$ cat config.mk
export PLATFORM = sky130hd
export DESIGN_NAME = calendar_date_stepper_core
export DESIGN_NICKNAME = d
export VERILOG_FILES = /design/src/design/cds_pkg.sv /design/src/design/cds_step.sv /design/src/design/calendar_date_stepper_core.sv
export VERILOG_INCLUDE_DIRS = /design/src /design/src/design
export SDC_FILE = /design/constraint.sdc
export NUM_CORES = 1
export LEC_CHECK = 0
export BUFFER_PORTS_ARGS = -buffer_cell sky130_fd_sc_hd__buf_2
export CAP_MARGIN = 20
export CORE_MARGIN = 5
export CORE_UTILIZATION = 61
export DETAILED_ROUTE_END_ITERATION = 6
export PLACE_DENSITY = 0.93
export SLEW_MARGIN = 20
export SYNTH_ARGS = -nofsm -noshare
export SYNTH_HDL_FRONTEND = slang
export SYNTH_SLANG_ARGS = --single-unit
$ cat constraint.sdc
create_clock -name i_clk -period 9.55 [get_ports i_clk]
set_clock_uncertainty 0.2 [all_clocks]
set_input_delay 1.91 -clock i_clk [delete_from_list [all_inputs] [get_ports i_clk]]
set_output_delay 1.91 -clock i_clk [all_outputs]
set_load 0.005 [all_outputs]
$ cat src/design/calendar_date_stepper_core_macros.svh
// Assertion macros shared by the calendar date stepper RTL.
// Expects a clock named i_clk and an active-low reset named i_rst_n in scope.
`ifndef CALENDAR_DATE_STEPPER_CORE_MACROS_SVH
`define CALENDAR_DATE_STEPPER_CORE_MACROS_SVH

// Same-cycle implication, disabled during reset.
`define CDS_ASSERT_NOW(label, ante, cons, msg) \
    label: assert property (@(posedge i_clk) disable iff (!i_rst_n) (ante) |-> (cons)) \
        else $error(msg);

// Next-cycle implication, disabled during reset.
`define CDS_ASSERT_NEXT(label, ante, cons, msg) \
    label: assert property (@(posedge i_clk) disable iff (!i_rst_n) (ante) |=> (cons)) \
        else $error(msg);

`endif

$ cat src/design/cds_pkg.sv
// Package for the calendar date stepper: field widths, mode codes, result type
// and the leap-year and month-length functions. No dependencies.
`timescale 1ns / 1ps
`default_nettype none

package cds_pkg;

    localparam int DAY_W   = 5;
    localparam int MONTH_W = 4;
    localparam int YEAR_W  = 14;
    localparam int MODE_W  = 2;

    localparam logic [YEAR_W-1:0]  MAX_YEAR  = 14'd9999;
    localparam logic [MONTH_W-1:0] LAST_MONTH = 4'd12;
    localparam logic [DAY_W-1:0]   LAST_DAY_DEC = 5'd31;

    // Inverse of 25 modulo 2**YEAR_W, and the largest image of a multiple of 25.
    localparam logic [YEAR_W-1:0] INV25     = 14'd7209;
    localparam logic [YEAR_W-1:0] DIV25_MAX = 14'd655;

    localparam logic [MODE_W-1:0] MODE_LOAD = 2'd0;
    localparam logic [MODE_W-1:0] MODE_FWD  = 2'd1;
    localparam logic [MODE_W-1:0] MODE_BACK = 2'd2;

    typedef struct packed {
        logic               err;
        logic               leap;
        logic [YEAR_W-1:0]  year;
        logic [MONTH_W-1:0] month;
        logic [DAY_W-1:0]   day;
    } t_step_res;

    function automatic logic is_leap(input logic [YEAR_W-1:0] y);
        logic [2*YEAR_W-1:0] prod;
        logic                div25;
        prod  = y * INV25;
        div25 = (prod[YEAR_W-1:0] <= DIV25_MAX);
        return ((y[1:0] == 2'd0) && !div25) || ((y[3:0] == 4'd0) && div25);
    endfunction

    // Zero for a month code outside 1..12.
    function automatic logic [DAY_W-1:0] month_days(input logic [MONTH_W-1:0] m,
                                                    input logic leap);
        logic [DAY_W-1:0] len;
        case (m) inside
            4'd1, 4'd3, 4'd5, 4'd7, 4'd8, 4'd10, 4'd12: len = 5'd31;
            4'd4, 4'd6, 4'd9, 4'd11:                    len = 5'd30;
            4'd2:                                       len = leap ? 5'd29 : 5'd28;
            default:                                    len = 5'd0;
        endcase
        return len;
    endfunction

endpackage

`default_nettype wire

$ cat src/design/cds_step.sv
// Next-date logic: applies one load, forward or back request to the held date.
// Depends on cds_pkg.
`timescale 1ns / 1ps
`default_nettype none

module cds_step
    import cds_pkg::*;
(
    input  wire logic [MODE_W-1:0]  i_mode,
    input  wire logic [DAY_W-1:0]   i_new_day,
    input  wire logic [MONTH_W-1:0] i_new_month,
    input  wire logic [YEAR_W-1:0]  i_new_year,
    input  wire logic [DAY_W-1:0]   i_day,
    input  wire logic [MONTH_W-1:0] i_month,
    input  wire logic [YEAR_W-1:0]  i_year,
    input  wire logic               i_leap,
    output t_step_res               o_res
);

    logic [YEAR_W-1:0]  w_cand_year;
    logic               w_cand_leap;
    logic [DAY_W-1:0]   w_cur_len;
    logic [DAY_W-1:0]   w_new_len;
    logic [MONTH_W-1:0] w_prev_month;
    logic               w_load_ok;

    always_comb begin
        case (i_mode)
            MODE_LOAD: w_cand_year = i_new_year;
            MODE_FWD:  w_cand_year = i_year + YEAR_W'(1);
            default:   w_cand_year = i_year - YEAR_W'(1);
        endcase
    end

    assign w_cand_leap  = is_leap(w_cand_year);
    assign w_cur_len    = month_days(i_month, i_leap);
    assign w_new_len    = month_days(i_new_month, w_cand_leap);
    assign w_prev_month = i_month - MONTH_W'(1);
    assign w_load_ok    = (i_new_year != '0) && (i_new_year <= MAX_YEAR)
                        && (w_new_len != '0) && (i_new_day != '0)
                        && (i_new_day <= w_new_len);

    always_comb begin
        o_res = '{err: 1'b0, leap: i_leap, year: i_year, month: i_month, day: i_day};
        unique case (i_mode)
            MODE_LOAD: begin
                if (w_load_ok) begin
                    o_res.day   = i_new_day;
                    o_res.month = i_new_month;
                    o_res.year  = i_new_year;
                    o_res.leap  = w_cand_leap;
                end else begin
                    o_res.err = 1'b1;
                end
            end
            MODE_FWD: begin
                if (i_day < w_cur_len) begin
                    o_res.day = i_day + DAY_W'(1);
                end else if (i_month < LAST_MONTH) begin
                    o_res.day   = DAY_W'(1);
                    o_res.month = i_month + MONTH_W'(1);
                end else if (i_year < MAX_YEAR) begin
                    o_res.day   = DAY_W'(1);
                    o_res.month = MONTH_W'(1);
                    o_res.year  = w_cand_year;
                    o_res.leap  = w_cand_leap;
                end else begin
                    o_res.err = 1'b1;
                end
            end
            MODE_BACK: begin
                if (i_day > DAY_W'(1)) begin
                    o_res.day = i_day - DAY_W'(1);
                end else if (i_month > MONTH_W'(1)) begin
                    o_res.month = w_prev_month;
                    o_res.day   = month_days(w_prev_month, i_leap);
                end else if (i_year > YEAR_W'(1)) begin
                    o_res.day   = LAST_DAY_DEC;
                    o_res.month = LAST_MONTH;
                    o_res.year  = w_cand_year;
                    o_res.leap  = w_cand_leap;
                end else begin
                    o_res.err = 1'b1;
                end
            end
            default: o_res.err = 1'b1;
        endcase
    end

endmodule

`default_nettype wire

$ cat src/design/calendar_date_stepper_core.sv
// Calendar date stepper: holds a Gregorian date and takes one request beat per
// clock unless the result output stalls, one result beat each. A request is held in
// the input register, then the next-date logic updates the date registers and the
// result register together; the sustained rate of one beat per cycle is set by the
// path from the held date back into itself. Reset gives 1 January of year 1. A
// rejected request keeps the date and sets the error flag.
// Depends on cds_pkg, cds_step and calendar_date_stepper_core_macros.svh.
`timescale 1ns / 1ps
`default_nettype none
`include "calendar_date_stepper_core_macros.svh"

module calendar_date_stepper_core
    import cds_pkg::*;
(
    input  wire logic        i_clk,
    input  wire logic        i_rst_n,
    input  wire logic        s_axis_tvalid,
    output logic             s_axis_tready,
    input  wire logic [23:0] s_axis_tdata,   // new_day[4:0], new_month[8:5], new_year[22:9]
    input  wire logic [1:0]  s_axis_tuser,   // mode[1:0]
    output logic             m_axis_tvalid,
    input  wire logic        m_axis_tready,
    output logic [23:0]      m_axis_tdata,   // day[4:0], month[8:5], year[22:9], leap_year[23]
    output logic             m_axis_tuser    // error[0]
);

    logic               r_in_valid;
    logic [MODE_W-1:0]  r_in_mode;
    logic [DAY_W-1:0]   r_in_day;
    logic [MONTH_W-1:0] r_in_month;
    logic [YEAR_W-1:0]  r_in_year;

    logic [DAY_W-1:0]   r_day;
    logic [MONTH_W-1:0] r_month;
    logic [YEAR_W-1:0]  r_year;
    logic               r_leap;

    logic               r_out_valid;
    t_step_res          r_out;

    t_step_res          w_res;
    logic               w_adv;

    assign w_adv         = r_in_valid && (!r_out_valid || m_axis_tready);
    assign s_axis_tready = !r_in_valid || w_adv;

    cds_step u_step (
        .i_mode      (r_in_mode),
        .i_new_day   (r_in_day),
        .i_new_month (r_in_month),
        .i_new_year  (r_in_year),
        .i_day       (r_day),
        .i_month     (r_month),
        .i_year      (r_year),
        .i_leap      (r_leap),
        .o_res       (w_res)
    );

    always_ff @(posedge i_clk) begin
        if (!i_rst_n) begin
            r_in_valid <= 1'b0;
        end else if (s_axis_tready) begin
            r_in_valid <= s_axis_tvalid;
        end
    end

    always_ff @(posedge i_clk) begin
        if (s_axis_tvalid && s_axis_tready) begin
            r_in_mode  <= s_axis_tuser;
            r_in_day   <= s_axis_tdata[4:0];
            r_in_month <= s_axis_tdata[8:5];
            r_in_year  <= s_axis_tdata[22:9];
        end
    end

    always_ff @(posedge i_clk) begin
        if (!i_rst_n) begin
            r_day   <= DAY_W'(1);
            r_month <= MONTH_W'(1);
            r_year  <= YEAR_W'(1);
            r_leap  <= 1'b0;
        end else if (w_adv) begin
            r_day   <= w_res.day;
            r_month <= w_res.month;
            r_year  <= w_res.year;
            r_leap  <= w_res.leap;
        end
    end

    always_ff @(posedge i_clk) begin
        if (!i_rst_n) begin
            r_out_valid <= 1'b0;
        end else if (w_adv) begin
            r_out_valid <= 1'b1;
        end else if (m_axis_tready) begin
            r_out_valid <= 1'b0;
        end
    end

    always_ff @(posedge i_clk) begin
        if (w_adv) begin
            r_out <= w_res;
        end
    end

    assign m_axis_tvalid = r_out_valid;
    assign m_axis_tdata  = {r_out.leap, r_out.year, r_out.month, r_out.day};
    assign m_axis_tuser  = r_out.err;

    `CDS_ASSERT_NEXT(a_err_keeps_date, w_adv && w_res.err,
        r_day == $past(r_day) && r_month == $past(r_month) && r_year == $past(r_year),
        "rejected request changed the date")
    `CDS_ASSERT_NOW(a_date_in_range, 1'b1,
        r_day != '0 && r_month != '0 && r_month <= LAST_MONTH
        && r_year != '0 && r_year <= MAX_YEAR,
        "held date out of range")
    `CDS_ASSERT_NOW(a_leap_tracks_year, 1'b1, r_leap == is_leap(r_year),
        "leap flag out of step with year")
    `CDS_ASSERT_NEXT(a_adv_gives_result, w_adv, r_out_valid,
        "processed request produced no result")

endmodule

`default_nettype wire
==> reports/metrics.yaml, run 1 <==
synthesis:
  ys_seq_area_share_pct: 34.0
  syn_area_per_cell_um2: 9.06
  synth_cells: 657
  synth_cell_types: 67
  synth_flop_cell: "edfxtp_1"
  synth_edf_count: 50
  synth_area_mm2: 0.00595
  ys_seq_elements: 76
  synthArstFlopShare_pct: 0
  postSynthNetCount: 757
  ys_warn_count: 0
clock_network:
  cts_sinks: 76
  cts_setup_buffers: 0
  clk_pin_slew_ps: 80
  ctsHoldBuffers: 0
  cts_resized: 0
  cts.htree.levels: 3
  clk_latency_ps: 370
  cts_tree: "yes"
  clk_path_buf_depth: 2
  cts_inserted_buffers: 9
  cts-root-buf: "clkbuf_8"
layout:
  fin_nets: 789
  antenna_cells: 0
  seq_area_mm2: 0.00202
  area_delta_synth_final_pct: 8.01
  fillers: 781
  final_area_mm2: 0.00643
  postLayoutCoreUtil_pct: 66.7
  multi_input_area_mm2: 0.00352
  layout-drive-gt1-share_pct: 13.1
job:
  max-cap-violations: 0
placement:
  place.gp.congestion: 1.02
  place_worst_setup_slack_ps: 885
  dpl.hpwl_um: 11400
  dpl-instance-area_mm2: 0.00626
  port_buffers: 55
die:
  fp.dieH_um: 109
  die-area_mm2: 0.0118
  rows: 36
  ios: 57
  coreArea_mm2: 0.00964
  start_util_pct: 61.8
  dieWidth_um: 109
sta:
  max_slew_margin_pct: 30.9
  timing.fmax_ghz: 0.115
  hold_viol_final: 0
  rsz0062_at_grt: "no"
  setup_slack_ps: 826
  min_period_over_period_pct: 91.4
  drv_slew: 0
  fin_tns_setup_ps: 0
  setup_viol: 0
  tightest_slew_ps: 1040
  min_period_ps: 8720
drt:
  drtIter0Drc: 538
  drtAntennaViolNets: 0
  drc: 0
  routed_via_density: 6.36
  wirelength_um: 15000
  vias: 5257
  wire_per_inst_um: 18.2
  drtPass1Iterations: 6
critical_path:
  cp.arrival_ps: 8780
  slowest_delay_ps: 600
  cp.required_ps: 9610
  path_common_cell: "xnor2_1"
  start_kind: "register"
  cp_max_fo: 15
  cp-end-kind: "register"
  criticalPathCategory: "reg2reg"
  crit_slowest_cell: "dfxtp_1"
run_status:
  status: "finished clean"
grt:
  grt-ovfl-total: 0
  antenna_found_initial: 0
  grt_max_degree: 30
  grt_pass1_wl_um: 24200
  grt_pass1_vias: 4949
  grt_usage_pct: 26.1
worst_hold_path:
  hold_path.class: "reg2reg"
power:
  ir_drop_uv: 114
  powerDensity_mw_per_mm2: 154
  p_leak_nw: 2.77
cell type report:
| type | count | area share [%] |
|---|---|---|
| clock buffers | 11 | 2.04 |
| repair buffers | 62 | 5.10 |
| well taps | 133 | 2.59 |
| flip-flops and latches | 76 | 31.4 |
| clock inverters | 5 | 0.584 |
| multi-input cells | 481 | 54.8 |
| inverters | 59 | 3.44 |
sequential cells by signal (all words and copies together), names as in the netlist:
name and flops:
m_axis_tdata 24, r_in_year 14, r_year 14, r_day 5
r_in_day 5, r_in_month 4, r_month 4, r_in_mode 2
m_axis_tuser 1, m_axis_tvalid 1, r_in_valid 1, r_leap 1
stage by stage:
stage                     std cells  power (mW)  hold slack (ps)
after floorplan                 657       0.677              286
after global placement          811       0.746              306
after detailed placement        811       0.768              327
after CTS                       827       0.987              344
after global routing            827        1.05              381
final                           827       0.988              339
final timing paths:
check / start / to / slack [ps] / cells past startpoint
worst max-delay path: r_year[0]$_SDFFE_PN1P_ / r_leap$_SDFFE_PN0P_ / 830 / 28
worst min-delay path: r_in_valid$_SDFFE_PN0N_ / m_axis_tvalid$_SDFFE_PN0P_ / 340 / 1
worst max register to register: r_year[0]$_SDFFE_PN1P_ / r_leap$_SDFFE_PN0P_ / 830 / 28
worst min register to register: r_in_valid$_SDFFE_PN0N_ / m_axis_tvalid$_SDFFE_PN0P_ / 340 / 1
cells in the mapped netlist (all sizes together), types with 15 or more instances:
library cell	number	share of area, %
nand2	50	3.2
a21oi	43	3.7
edfxtp	50	25
nand3	19	1.6
inv	57	3.6
dfxtp	26	8.7
a22oi	15	2.0
clkbuf	24	1.5
nor2b	15	1.6
nor2	42	2.6
ha	59	12
buf	17	1.6
o21ai	40	3.4
xnor2	16	2.4
cells by family (layout without fill, tap and decap cells):
logic type	Yosys count	in the layout	synth area share, %
AOI/OAI and AO/OA	192	192	22.1
xor gates and xnor gates	22	22	3.70
muxes	7	7	1.18
adders and majority gates	70	70	16.1
DFF	76	76	34.0
and+or+nand+nor	190	190	16.1
buffers and inverters	100	137	6.85
cell usage in the layout (no fill, tap or decap), types with 7 or more instances in the layout:
| master | n |
|---|---|
| ha_1 | 59 |
| inv_1 | 57 |
| buf_2 | 55 |
| nand2_1 | 50 |
| edfxtp_1 | 50 |
| nor2_1 | 42 |
| a21oi_1 | 42 |
| o21ai_0 | 35 |
| dfxtp_1 | 26 |
| nand3_1 | 19 |
| xnor2_1 | 16 |
| nor2b_1 | 15 |
| a21o_1 | 14 |
| nor3_1 | 14 |
| a22oi_1 | 14 |
| a22o_1 | 11 |
| fa_1 | 11 |
| o211ai_1 | 9 |
| clkbuf_8 | 9 |
| mux2i_1 | 7 |
| or3_1 | 7 |
| o22ai_1 | 7 |
| buf_4 | 7 |
worst max-delay path, delay by kind of cell, from the launching register on:
kind / cells / cell delay (ps)
AOI/OAI and AO/OA: 6 / 1600
xor gates and xnor gates: 7 / 1470
adders and majority gates: 7 / 2580
buffers and inverters: 3 / 360
DFF: 1 / 600
muxes: 1 / 190
and+or+nand+nor: 4 / 1620
power breakdown:
group / total, mW / internal (mW) / switching, mW / leakage (nW)
Sequential: 0.395 / 0.372 / 0.0230 / 0.687
Combinational: 0.373 / 0.164 / 0.209 / 2.00
Clock: 0.220 / 0.0954 / 0.125 / 0.0799
per-layer routing:
layer	vias up	global-route usage, %	share of wire [%]	wire, um
met5	-	0	0	0
met4	0	9.11	2.6	393
met3	45	7.58	11	1660
met2	314	39.9	45	6700
met1	2448	35.5	42	6290
li1	2450	-	-	-
Power figures use the tool's default switching activity.
==> inputs of run 2 (changes only) <==
--- a/config.mk
+++ b/config.mk
@@ -8,8 +8,10 @@
 export LEC_CHECK = 0
 export BUFFER_PORTS_ARGS = -buffer_cell sky130_fd_sc_hd__buf_2
 export CAP_MARGIN = 20
+export CELL_PAD_IN_SITES_DETAIL_PLACEMENT = 0
+export CELL_PAD_IN_SITES_GLOBAL_PLACEMENT = 1
 export CORE_MARGIN = 5
-export CORE_UTILIZATION = 61
+export CORE_UTILIZATION = 47
 export DETAILED_ROUTE_END_ITERATION = 6
 export PLACE_DENSITY = 0.93
 export SLEW_MARGIN = 20
==> run 2 against run 1 <==
Sequential share of layout area shrank 0.91 points. Flip-flop and latch count unchanged. Cell area grew 3.0%. Largest power group unchanged.
==> reports/metrics.yaml, run 2 (synthesis results as in run 1) <==
layout:
  area_delta_synth_final_pct: 11.2
  fin_nets: 789  # unchanged
  layout-drive-gt1-share_pct: 13.4  # +0.29 points
  largest_reg_flops: 24  # unchanged
  final_cell_mix: "ha_1 (59), inv_1 (57), buf_2 (55)"
  fillers: 1171  # +50%
  seq_area_mm2: 0.00202  # unchanged
  final_common_cell: "ha_1"
  multi_input_area_mm2: 0.00352  # about the same
  antenna_cells: 0  # unchanged
  final_area_mm2: 0.00662  # +3.0%
critical_path:
  r2r_slack_ps: 920  # +90 ps
  crit_end: "m_axis_tdata[23]$_DFFE_PP_"
  reg2reg_from: "r_year[0]$_SDFFE_PN1P_"
  criticalPathCategory: "reg2reg"
  cp.required_ps: 9430  # -180 ps
  cp.arrival_ps: 8510  # -270 ps
  path_common_cell: "ha_1"
  slowest_delay_ps: 620  # +20 ps
  reg2reg_to: "m_axis_tdata[23]$_DFFE_PP_"
  cp.depth: 31  # +11%
  worstSetupStartpoint: "r_year[0]$_SDFFE_PN1P_"
  start_kind: "register"
  cp-end-kind: "register"
  cp_max_fo: 25  # +10
  cp_top_family: "simple AND/OR/NAND/NOR gates"
  r2r_cells: 31  # +11%
  crit_slowest_cell: "or4_1"
  worst-path-buf-inv: 3  # unchanged
power:
  powerDensity_mw_per_mm2: 169  # +10%
  combPwrFrac_pct: 33.1  # -4.6 points
  internal_power_mw: 0.754  # +20%
  switching_share_pct: 32.8  # -3.4 points
  switchingPower_mw: 0.368  # +2.9%
  pwr-share-seq_pct: 35.2  # -4.8 points
  p_leak_nw: 2.84  # +2.6%
  clock_power_share_pct: 31.7  # +9.4 points
  ir_drop_uv: 110  # -3.4%
drt:
  drc: 0  # unchanged
  wl_met3_um: 1390  # -16%
  drtPass1Iterations: 5  # -1
  vias: 5203  # -1.0%
  wirelength_met1_um: 6910  # +9.8%
  wl_met2_um: 7200  # +7.5%
  routed_via_density: 6.01  # -5.5%
  top_layer_used: "met4"
  wirelength_um: 15900  # +5.4%
  wire_per_inst_um: 18.3  # +0.68%
  drtAntennaViolNets: 0  # unchanged
  drtIter0Drc: 603  # +12%
placement:
  dpl.hpwl_um: 11800  # +3.5%
  port_buffers: 55  # unchanged
  dpl-instance-area_mm2: 0.00631  # +0.78%
  place.gp.congestion: 0.910  # -11%
sta:
  fin_tns_setup_ps: 0  # unchanged
  rsz0062_at_grt: "no"
  timing.fmax_ghz: 0.116  # +1.1%
  tightest_slew_ps: 1080  # +39.1 ps
  setup_viol: 0  # unchanged
  hold_viol_final: 0  # unchanged
  min_period_over_period_pct: 90.4  # -0.96 points
  drv_slew: 0  # unchanged
  max_slew_margin_pct: 28.2  # -2.6 points
  min_period_ps: 8630  # -92.0 ps
clock_network:
  cts_resized: 0  # unchanged
  clk_latency_ps: 340  # -30 ps
  cts_tree: "yes"
  cts.htree.levels: 3  # unchanged
  clk_path_buf_depth: 2  # unchanged
  ctsHoldBuffers: 0  # unchanged
  cts_setup_buffers: 0  # unchanged
  cts_sinks: 76  # unchanged
  cts-root-buf: "clkbuf_16"
  cts_inserted_buffers: 9  # unchanged
  clk_pin_slew_ps: 60  # -20 ps
worst_hold_path:
  hp-start: "r_in_valid$_SDFFE_PN0N_"
  hold_path.class: "reg2reg"
die:
  dieWidth_um: 123  # +13%
  die-area_mm2: 0.0150  # +27%
  rows: 41  # +14%
  coreArea_mm2: 0.0125  # +30%
  fp.dieH_um: 123  # +13%
  start_util_pct: 47.6  # -14 points
  ios: 57  # unchanged
grt:
  grt_pass1_wl_um: 25800  # +6.7%
  grt_usage_pct: 22.0  # -4.1 points
  grt-ovfl-total: 0  # unchanged
  grt_max_degree: 40  # +33%
  grt_pass1_vias: 5115  # +3.4%
  antenna_found_initial: 0  # unchanged
job:
  max-cap-violations: 0  # unchanged
run_status:
  status: "finished clean"
[run 2: cell count changes in the layout (fill, tap and decap cells not counted)]
cell        before  now
clkbuf_16        0   10
and2_2           0    1
inv_4            0    1
clkinvlp_4       2    1
inv_6            1    0
clkbuf_8         9    0
clkbuf_1         2    1
and2_1           6    5
bufinv_16        0    1
[run 2: worst min-delay path by stage]
stage                                             to  slack [ps]  depth (start not counted)
after floorplan           m_axis_tvalid$_SDFFE_PN0P_         290                          1
after global placement    m_axis_tvalid$_SDFFE_PN0P_         320                          1
after detailed placement  m_axis_tvalid$_SDFFE_PN0P_         320                          1
after CTS                 m_axis_tvalid$_SDFFE_PN0P_         340                          1
after global routing      m_axis_tvalid$_SDFFE_PN0P_         360                          1
final                     m_axis_tvalid$_SDFFE_PN0P_         330                          1
[run 2: area by class of cell]
class                           count  area share [%]
Tap cell                          172            3.25
Multi-Input combinational cell    481            53.2
Inverter                           59            3.34
Sequential cell                    76            30.5
Clock buffer                       11            3.84
Clock inverter                      5           0.869
Timing Repair Buffer               62            4.95
[run 2: worst register-to-register path, delay by kind of cell, from the launching register on]
family,cells,cell delay (ps)
adder cells (fa/ha/maj),8,2520
AO/OA/AOI/OAI,11,2100
AND/OR/NAND/NOR,8,2790
XOR/XNOR,1,80
flip-flops,1,460
buffers and inverters,3,220
[run 2: per-layer routing]
layer	global-route usage (%)	vias to the layer above
li1	-	2460
met1	30.0	2479
met2	34.4	230
met3	4.84	34
met4	7.77	0
met5	0	-
[run 2: power by group through the flow]
stage	Combinational, mW	Clock, mW	Sequential (mW)
3_5_place_dp	0.368	0	0.401
3_3_place_gp	0.351	0	0.400
6_report	0.371	0.356	0.395
5_1_grt	0.423	0.376	0.397
4_1_cts	0.373	0.363	0.394
2_1_floorplan	0.287	0	0.390
[run 2: stage by stage]
step	utilization, %	power (mW)	hold WS (ps)	cells	worst slack, ps
floorplan	-	0.677	286	657	1930
global placement	50.4	0.751	320	850	1190
detailed placement	50.4	0.769	322	850	1000
CTS	52.9	1.13	336	866	960
global route	52.9	1.20	364	866	392
finish	52.9	1.12	331	866	918
